File: config.mk
export PLATFORM = sky130hd
export DESIGN_NAME = patch_side_irregularity_eval_unit
export DESIGN_NICKNAME = d
export VERILOG_FILES = /design/src/rtl/core/psie_pkg.sv /design/src/rtl/core/psie_score.sv /design/src/rtl/core/psie_offset.sv /design/src/rtl/core/patch_side_irregularity_eval_unit.sv
export SDC_FILE = /design/constraint.sdc
export NUM_CORES = 2
export LEC_CHECK = 0
export BUFFER_PORTS_ARGS = -buffer_cell sky130_fd_sc_hd__buf_2
export CORE_MARGIN = 1
export CORE_UTILIZATION = 43
export CTS_CLUSTER_SIZE = 28
export DETAILED_ROUTE_END_ITERATION = 8
export PLACE_DENSITY = 0.65
export SYNTH_ARGS = -nofsm -noshare
export SYNTH_HDL_FRONTEND = slang
export SYNTH_SLANG_ARGS = --single-unit
File: constraint.sdc
create_clock -name clk -period 18.5 [get_ports clk]
set_input_delay 4.625 -clock clk [delete_from_list [all_inputs] [get_ports clk]]
set_output_delay 4.625 -clock clk [all_outputs]
set_load 0.02 [all_outputs]
File: src/rtl/core/psie_pkg.sv
`default_nettype none

package psie_pkg;

    // width of the side length that the scoring actually uses
    localparam int SIDE_BITS = 10;
    localparam int NUM_SIDES = 6;

    // fixed field widths on the ports
    localparam int VAL_W     = 3;
    localparam int IN_SIDE_W = 10;
    localparam int ALIGN_W   = 3;
    localparam int IRR_W     = 14;
    localparam int OFF_W     = 13;

    localparam int S_TDATA_W = 72;
    localparam int M_TDATA_W = 48;
    localparam int M_TUSER_W = 2;

    // internal signed arithmetic width, room for every sum and slack term
    localparam int CALC_W = (SIDE_BITS + 5 > IRR_W + 1) ? SIDE_BITS + 5 : IRR_W + 1;

    localparam logic [VAL_W-1:0] VAL_TRI  = VAL_W'(3);
    localparam logic [VAL_W-1:0] VAL_QUAD = VAL_W'(4);
    localparam logic [VAL_W-1:0] VAL_PENT = VAL_W'(5);
    localparam logic [VAL_W-1:0] VAL_HEX  = VAL_W'(6);

    typedef struct packed {
        logic [VAL_W-1:0]                     valence;
        logic [NUM_SIDES-1:0][SIDE_BITS-1:0]  side;
        logic [ALIGN_W-1:0]                   align_side;
    } psie_item_t;

    typedef struct packed {
        logic [IRR_W-1:0] irregularity;
        logic             is_regular;
        logic             valence_error;
    } psie_score_t;

    typedef struct packed {
        logic [OFF_W-1:0] up_offset;
        logic [OFF_W-1:0] down_offset;
        logic             offsets_valid;
    } psie_offs_t;

    // cyclic side index for elaboration-time loop indices
    function automatic int wrap_idx(input int idx, input int n);
        int r;
        r = idx;
        for (int i = 0; i < 3; i++) begin
            if (r >= n) begin
                r = r - n;
            end
        end
        return r;
    endfunction

endpackage

`default_nettype wire

File: src/rtl/core/psie_score.sv
`default_nettype none

module psie_score
    import psie_pkg::*;
(
    input  var psie_item_t  item,
    output var psie_score_t score
);

    localparam logic signed [CALC_W-1:0] ONE     = CALC_W'(1);
    localparam logic signed [CALC_W-1:0] IRR_CAP = CALC_W'((1 << IRR_W) - 1);

    logic signed [CALC_W-1:0] ls [NUM_SIDES];
    logic signed [CALC_W-1:0] sum3;
    logic signed [CALC_W-1:0] sum4;
    logic signed [CALC_W-1:0] sum5;
    logic signed [CALC_W-1:0] sum6;
    logic signed [CALC_W-1:0] sel;
    logic signed [CALC_W-1:0] t;
    logic                     err;

    function automatic logic signed [CALC_W-1:0] clamp_pos(input logic signed [CALC_W-1:0] v);
        return (v > 0) ? v : '0;
    endfunction

    always_comb
    begin
        for (int j = 0; j < NUM_SIDES; j++) begin
            ls[j] = CALC_W'(item.side[j]);
        end

        sum3 = '0;
        sum4 = '0;
        sum5 = '0;
        sum6 = '0;
        t    = '0;

        for (int j = 0; j < 3; j++) begin
            t = ls[j] + ONE - ls[wrap_idx(j + 1, 3)] - ls[wrap_idx(j + 2, 3)];
            sum3 = sum3 + clamp_pos(t);
        end

        // opposite side difference, magnitude
        for (int j = 0; j < 4; j++) begin
            t = ls[j] - ls[wrap_idx(j + 2, 4)];
            sum4 = sum4 + ((t < 0) ? -t : t);
        end

        for (int j = 0; j < 5; j++) begin
            t = ls[j] + ls[wrap_idx(j + 1, 5)] + ONE
                - ls[wrap_idx(j + 2, 5)] - ls[wrap_idx(j + 3, 5)] - ls[wrap_idx(j + 4, 5)];
            sum5 = sum5 + clamp_pos(t);
        end

        // hexagon: parity of alternate sides plus slack
        for (int j = 0; j < 6; j++) begin
            sum6 = sum6 + CALC_W'(item.side[j][0] ^ item.side[wrap_idx(j + 2, 6)][0]
                                  ^ item.side[wrap_idx(j + 4, 6)][0]);
            t = ls[j] + ONE - ls[wrap_idx(j + 2, 6)] - ls[wrap_idx(j + 4, 6)];
            sum6 = sum6 + clamp_pos(t);
        end
    end

    always_comb
    begin
        unique case (item.valence)
            VAL_TRI:
            begin
                sel = sum3;
                err = 1'b0;
            end
            VAL_QUAD:
            begin
                sel = sum4;
                err = 1'b0;
            end
            VAL_PENT:
            begin
                sel = sum5;
                err = 1'b0;
            end
            VAL_HEX:
            begin
                sel = sum6;
                err = 1'b0;
            end
            default:
            begin
                sel = '0;
                err = 1'b1;
            end
        endcase
    end

    always_comb
    begin
        score.irregularity  = (sel > IRR_CAP) ? IRR_CAP[IRR_W-1:0] : sel[IRR_W-1:0];
        score.is_regular    = !err && (sel == '0);
        score.valence_error = err;
    end

endmodule

`default_nettype wire

File: src/rtl/core/psie_offset.sv
`default_nettype none

module psie_offset
    import psie_pkg::*;
(
    input  var psie_item_t item,
    output var psie_offs_t offs
);

    localparam logic signed [CALC_W-1:0] OFF_HI = CALC_W'((1 << (OFF_W - 1)) - 1);
    localparam logic signed [CALC_W-1:0] OFF_LO = CALC_W'(-(1 << (OFF_W - 1)));

    logic signed [CALC_W-1:0] ls [NUM_SIDES];
    logic signed [CALC_W-1:0] r3 [5];
    logic signed [CALC_W-1:0] r5 [5];
    logic signed [CALC_W-1:0] r6 [5];
    logic signed [CALC_W-1:0] up;
    logic signed [CALC_W-1:0] down;
    logic                     offv;

    function automatic logic [OFF_W-1:0] sat_off(input logic signed [CALC_W-1:0] v);
        logic signed [CALC_W-1:0] c;
        c = (v > OFF_HI) ? OFF_HI : ((v < OFF_LO) ? OFF_LO : v);
        return c[OFF_W-1:0];
    endfunction

    // sides rotated to start at align_side, taken modulo each valence
    always_comb
    begin
        for (int j = 0; j < NUM_SIDES; j++) begin
            ls[j] = CALC_W'(item.side[j]);
        end
        for (int k = 0; k < 5; k++) begin
            r3[k] = '0;
            r5[k] = '0;
            r6[k] = '0;
        end
        for (int a0 = 0; a0 < (1 << ALIGN_W); a0++) begin
            if (item.align_side == ALIGN_W'(a0)) begin
                for (int k = 0; k < 5; k++) begin
                    r3[k] = ls[wrap_idx(wrap_idx(a0, 3) + k, 3)];
                    r5[k] = ls[wrap_idx(wrap_idx(a0, 5) + k, 5)];
                    r6[k] = ls[wrap_idx(wrap_idx(a0, 6) + k, 6)];
                end
            end
        end
    end

    always_comb
    begin
        unique case (item.valence)
            VAL_TRI:
            begin
                down = r3[0] + r3[2] - r3[1];
                up   = r3[1] + r3[0] - r3[2];
                offv = 1'b1;
            end
            VAL_PENT:
            begin
                down = (r5[0] + r5[1] + r5[2]) - (r5[3] + r5[4]);
                up   = (r5[3] + r5[4] + r5[0]) - (r5[1] + r5[2]);
                offv = 1'b1;
            end
            VAL_HEX:
            begin
                down = r6[0] + r6[2] - r6[4];
                up   = r6[4] + r6[0] - r6[2];
                offv = 1'b1;
            end
            default:
            begin
                down = '0;
                up   = '0;
                offv = 1'b0;
            end
        endcase
    end

    always_comb
    begin
        offs.up_offset     = sat_off(up);
        offs.down_offset   = sat_off(down);
        offs.offsets_valid = offv;
    end

endmodule

`default_nettype wire

File: src/rtl/core/patch_side_irregularity_eval_unit.sv
`default_nettype none

// Scores one polygonal patch per word: the irregularity penalty over its sides, the up and
// down singularity offsets seen from align_side, and flags for regular patches, valid offsets
// and unsupported valences. One patch is accepted every cycle unless backpressure reaches the
// input. A word is captured in the input register, scored by combinational logic between the
// input register and the result register, and leaves from the result register. Stalls on the
// output hold both stages and backpressure reaches the input only when both are full.

module patch_side_irregularity_eval_unit
    import psie_pkg::*;
(
    input  var logic                 clk,
    input  var logic                 rst_n,

    input  var logic                 s_tvalid,
    output var logic                 s_tready,
    // valence[2:0], side_len_a..side_len_f[62:3] (10 bits each), align_side[65:63]
    input  var logic [S_TDATA_W-1:0] s_tdata,

    output var logic                 m_tvalid,
    input  var logic                 m_tready,
    // irregularity[13:0], is_regular[14], up_offset[27:15], down_offset[40:28]
    output var logic [M_TDATA_W-1:0] m_tdata,
    // offsets_valid[0], valence_error[1]
    output var logic [M_TUSER_W-1:0] m_tuser
);

    localparam int SIDE_LSB = VAL_W;
    localparam int ALIGN_LSB = VAL_W + NUM_SIDES * IN_SIDE_W;
    localparam int M_USED_W = IRR_W + 1 + 2 * OFF_W;

    psie_item_t  item_in;
    psie_item_t  item_reg;
    logic        in_valid_reg;
    logic        in_valid_next;
    logic        out_valid_reg;
    logic        out_valid_next;
    logic        advance;
    psie_score_t score;
    psie_offs_t  offs;
    psie_score_t score_reg;
    psie_offs_t  offs_reg;

    always_comb
    begin
        item_in.valence    = s_tdata[VAL_W-1:0];
        item_in.align_side = s_tdata[ALIGN_LSB +: ALIGN_W];
        for (int j = 0; j < NUM_SIDES; j++) begin
            item_in.side[j] = SIDE_BITS'(s_tdata[SIDE_LSB + IN_SIDE_W * j +: IN_SIDE_W]);
        end
    end

    // result stage moves when its slot is empty or being drained
    assign advance  = !out_valid_reg || m_tready;
    assign s_tready = !in_valid_reg || advance;

    assign in_valid_next  = s_tready ? s_tvalid : in_valid_reg;
    assign out_valid_next = advance ? in_valid_reg : out_valid_reg;

    always_ff @(posedge clk or negedge rst_n)
    begin
        if (!rst_n) begin
            in_valid_reg  <= 1'b0;
            out_valid_reg <= 1'b0;
        end
        else begin
            in_valid_reg  <= in_valid_next;
            out_valid_reg <= out_valid_next;
        end
    end

    always_ff @(posedge clk)
    begin
        if (s_tvalid && s_tready) begin
            item_reg <= item_in;
        end
        if (advance && in_valid_reg) begin
            score_reg <= score;
            offs_reg  <= offs;
        end
    end

    psie_score u_score (
        .item  (item_reg),
        .score (score)
    );

    psie_offset u_offset (
        .item (item_reg),
        .offs (offs)
    );

    assign m_tvalid = out_valid_reg;
    assign m_tdata  = {{(M_TDATA_W - M_USED_W){1'b0}}, offs_reg.down_offset, offs_reg.up_offset,
                       score_reg.is_regular, score_reg.irregularity};
    assign m_tuser  = {score_reg.valence_error, offs_reg.offsets_valid};

endmodule

`default_nettype wire
==> results.md <==
* Top cell type by total area after synthesis: fa_1
* Crit-path max cell delay at 810 ps
* Nets@finish at 5667
* Chip width at 298 µm
* Clock share of power at 3.0%
* Area growth from synthesis to layout at 7.04%
* Cell row count at 108
* Final WL at 138000 µm
* Fin. Hold Viols at 0
* First-pass GRT wire length at 204000 µm
* Critical path's slowest cell: inv_1
* CP Data Arrival Time at 11630 ps
* Count leader, synth: inv_1
* Seq pwr share at 5.1%
* Sink Count at 111
* Measured slew at the worst slew-check pin at 1250 ps
* FFs w/ async S/R, synth at 1.80%
* Post-Syn Instances at 4498
* Post-DRT Antenna Nets at 0
* WS Path Type: reg -> reg
* Cts repair resizes at 0
* Die area at 88600 µm²
* Vias at 33900
* Worst hold-check path type: reg -> reg
* Lkg Pwr at 19.3 nW
* Violated checks: DRC
* Overflow after GRT at 0
* EDFF count, synth at 109
* Synth Register Bits at 111
* Mean Syn Cell Area at 8.36 µm²
* Drt first pass iters at 9
* Startpoint type of the worst setup path: flop
* Avg WL per Cell at 23.9 µm
* Vias in the first global route at 32800
* Post-CTS Repair Setup Buffers at 0
* Yosys Warn Count at 0
* Final WS setup at 7140 ps
* Initial Utilization at 43.3%
* Final Wtd Congestion at 0.997
* Status: finished with violations
* I/O pin count at 128
* Logic pwr share at 91.9%
* Synth Flop Type: edfxtp_1
* Total Neg Setup Slack at 0 ps
* # port buffers at 114
* Fill cells at 8591
* DR vias/cell at 5.88
* Sw Ratio at 58.6%
* Sequential share of the synthesized area at 8.84%
* Pin count of the biggest net entering global routing at 112
* Pwr dens at 186 nW/µm²
* HPWL Detailed at 108000 µm
* Clock latency on the worst-skew pair at 470 ps
* Unrepaired setup endpoints after global routing: no
* # DRC at 9
* Switching power at 4.38 mW
* Cell-internal power at 3.09 mW
* CP endpoint kind: flop
* Slew Limit Headroom at 16.7%
* Layout cell share with drive strength beyond 1 at 6.30%
* Synth top area cells: fa_1 21%, ha_1 19%, edfxtp_1 8.7%, inv_1 6.8%, a21oi_1 4.9%
* Die Ht at 298 µm
* Yosys top cell area share at 21.1%
* Largest register FFs at 66
* Fin Clk Skew at 44.0 ps
* Top post-synthesis cells by count: 685 x inv_1, 581 x ha_1, 396 x fa_1
* Place WS at 7130 ps
* Hold-fix buffers, CTS at 0
* Initial antenna violation count at 6
* Period utilisation layout at 61.4%
* CTS H-Tree Depth at 3
* CTS root buf: clkbuf_16
* CTS tree: built
* GRT Util Overall at 31.0%
* Core area at 86800 µm²
* Maxcap violations at 0
* Fin crit period at 11360 ps
* VDD IR max at 0.199 mV
* Data required, critical path at 18770 ps
* Num CTS Buffers at 9
* Netlist cell types at 98
* Drt first-iter violations at 3248
* Most used cell, CP: a21oi_1
* Crit-path max FO at 18
* Maximum root-to-sink buffer count at 2
* Peak Freq at 88.0 MHz
* Reg clk slew, reported paths at 120 ps
* Final slew viol count at 0
* Final setup viols at 0
* Mapped Area at 37600 µm²
==> critical path: cells and delay by family (launching register included) <==
family,cells,cell delay [ps]
flops,1,380
compound gates,18,3650
buf+inv,5,1220
xor+xnor,3,1070
fa+ha+maj,9,3510
simple gates,6,1260
==> through the flow <==
step	cells	total power, mW	instance area (µm²)	util [%]	hold WS (ps)
after global routing	5774	8.17	40200	46.4	531
final	5775	7.47	40300	46.4	514
after global placement	5758	7.06	40000	46.1	468
after floorplan	4533	5.10	37700	-	449
after detailed placement	5758	7.13	40000	46.1	492
after CTS	5774	7.40	40200	46.4	515
==> cells by family after synthesis <==
logic type / Yosys count / share of synthesized area, %
AO/OA/AOI/OAI: 1201 / 20.4
AND/OR/NAND/NOR: 981 / 12.5
adder cells (fa/ha/maj): 979 / 40.5
buffers and inverters: 840 / 8.51
XOR/XNOR: 332 / 7.73
flip-flops: 111 / 8.84
multiplexers: 52 / 1.54
other: 2 / 0.0200
==> power by group through the flow <==
stage / Sequential [mW] / Combinational, mW / Clock (mW)
global placement: 0.386 / 6.68 / 0
finish: 0.380 / 6.87 / 0.222
detailed placement: 0.387 / 6.74 / 0
global route: 0.385 / 7.55 / 0.236
CTS: 0.381 / 6.79 / 0.230
floorplan: 0.440 / 4.66 / 0
==> cell type report <==
cell class | instances | area (µm²) | share of cell area [%]
Multi-Input combinational cell | 3582 | 31200 | 77.6
Timing Repair Buffer | 218 | 1360 | 3.39
Clock buffer | 9 | 225 | 0.560
Sequential cell | 111 | 3320 | 8.26
Clock inverter | 7 | 63.8 | 0.159
Inverter | 692 | 2600 | 6.45
Tap cell | 1155 | 1450 | 3.59
Antenna cell | 1 | 2.50 | 0.00622
==> path summary, 6_finish.rpt <==
kind | startpoint | to | slack (ps) | cells after the start
max | item_reg[14]$_DFFE_PP_ | m_tdata[14]$_DFFE_PP_ | 7140 | 41
min | in_valid_reg$_DFFE_PN0N_ | m_tvalid$_DFFE_PN0P_ | 510 | 1
max reg2reg | item_reg[14]$_DFFE_PP_ | m_tdata[14]$_DFFE_PP_ | 7140 | 41
min reg2reg | in_valid_reg$_DFFE_PN0N_ | m_tvalid$_DFFE_PN0P_ | 510 | 1
max in group asynchronous | rst_n | m_tvalid$_DFFE_PN0P_ | 14450 | 1
min in group asynchronous | rst_n | in_valid_reg$_DFFE_PN0N_ | 3950 | 1
==> cells in the final DEF (no fill, tap or decap), drive strengths merged, types with 11 or more instances in the layout <==
cell type and n:
ha 581, o21bai 58, a21o 109, a221oi 21
mux2i 40, nand3 69, a31oi 24, and3 12
nor4 17, edfxtp 109, or4 12, a21oi 368
nand2 249, buf 218, nor3b 15, nor3 64
xor2 128, fa 396, conb 37, nor2b 65
a222oi 19, o22ai 50, a211o 11, nand2b 49
a22oi 21, or2 24, a211oi 43, nor2 311
a311oi 12, a21boi 15, o21ai 272, xnor2 204
o21a 41, or3 22, inv 689, o211ai 22
and2 30
==> per-layer routing <==
metal | GRT usage [%] | vias up | routed length (µm)
met1 | 41.8 | 16300 | 57600
met4 | 19.2 | 0 | 9800
met2 | 46.4 | 1735 | 57600
met5 | 0 | - | 0
li1 | - | 15500 | -
met3 | 5.13 | 378 | 13200
No activity file was read; power rests on OpenSTA's default activity.
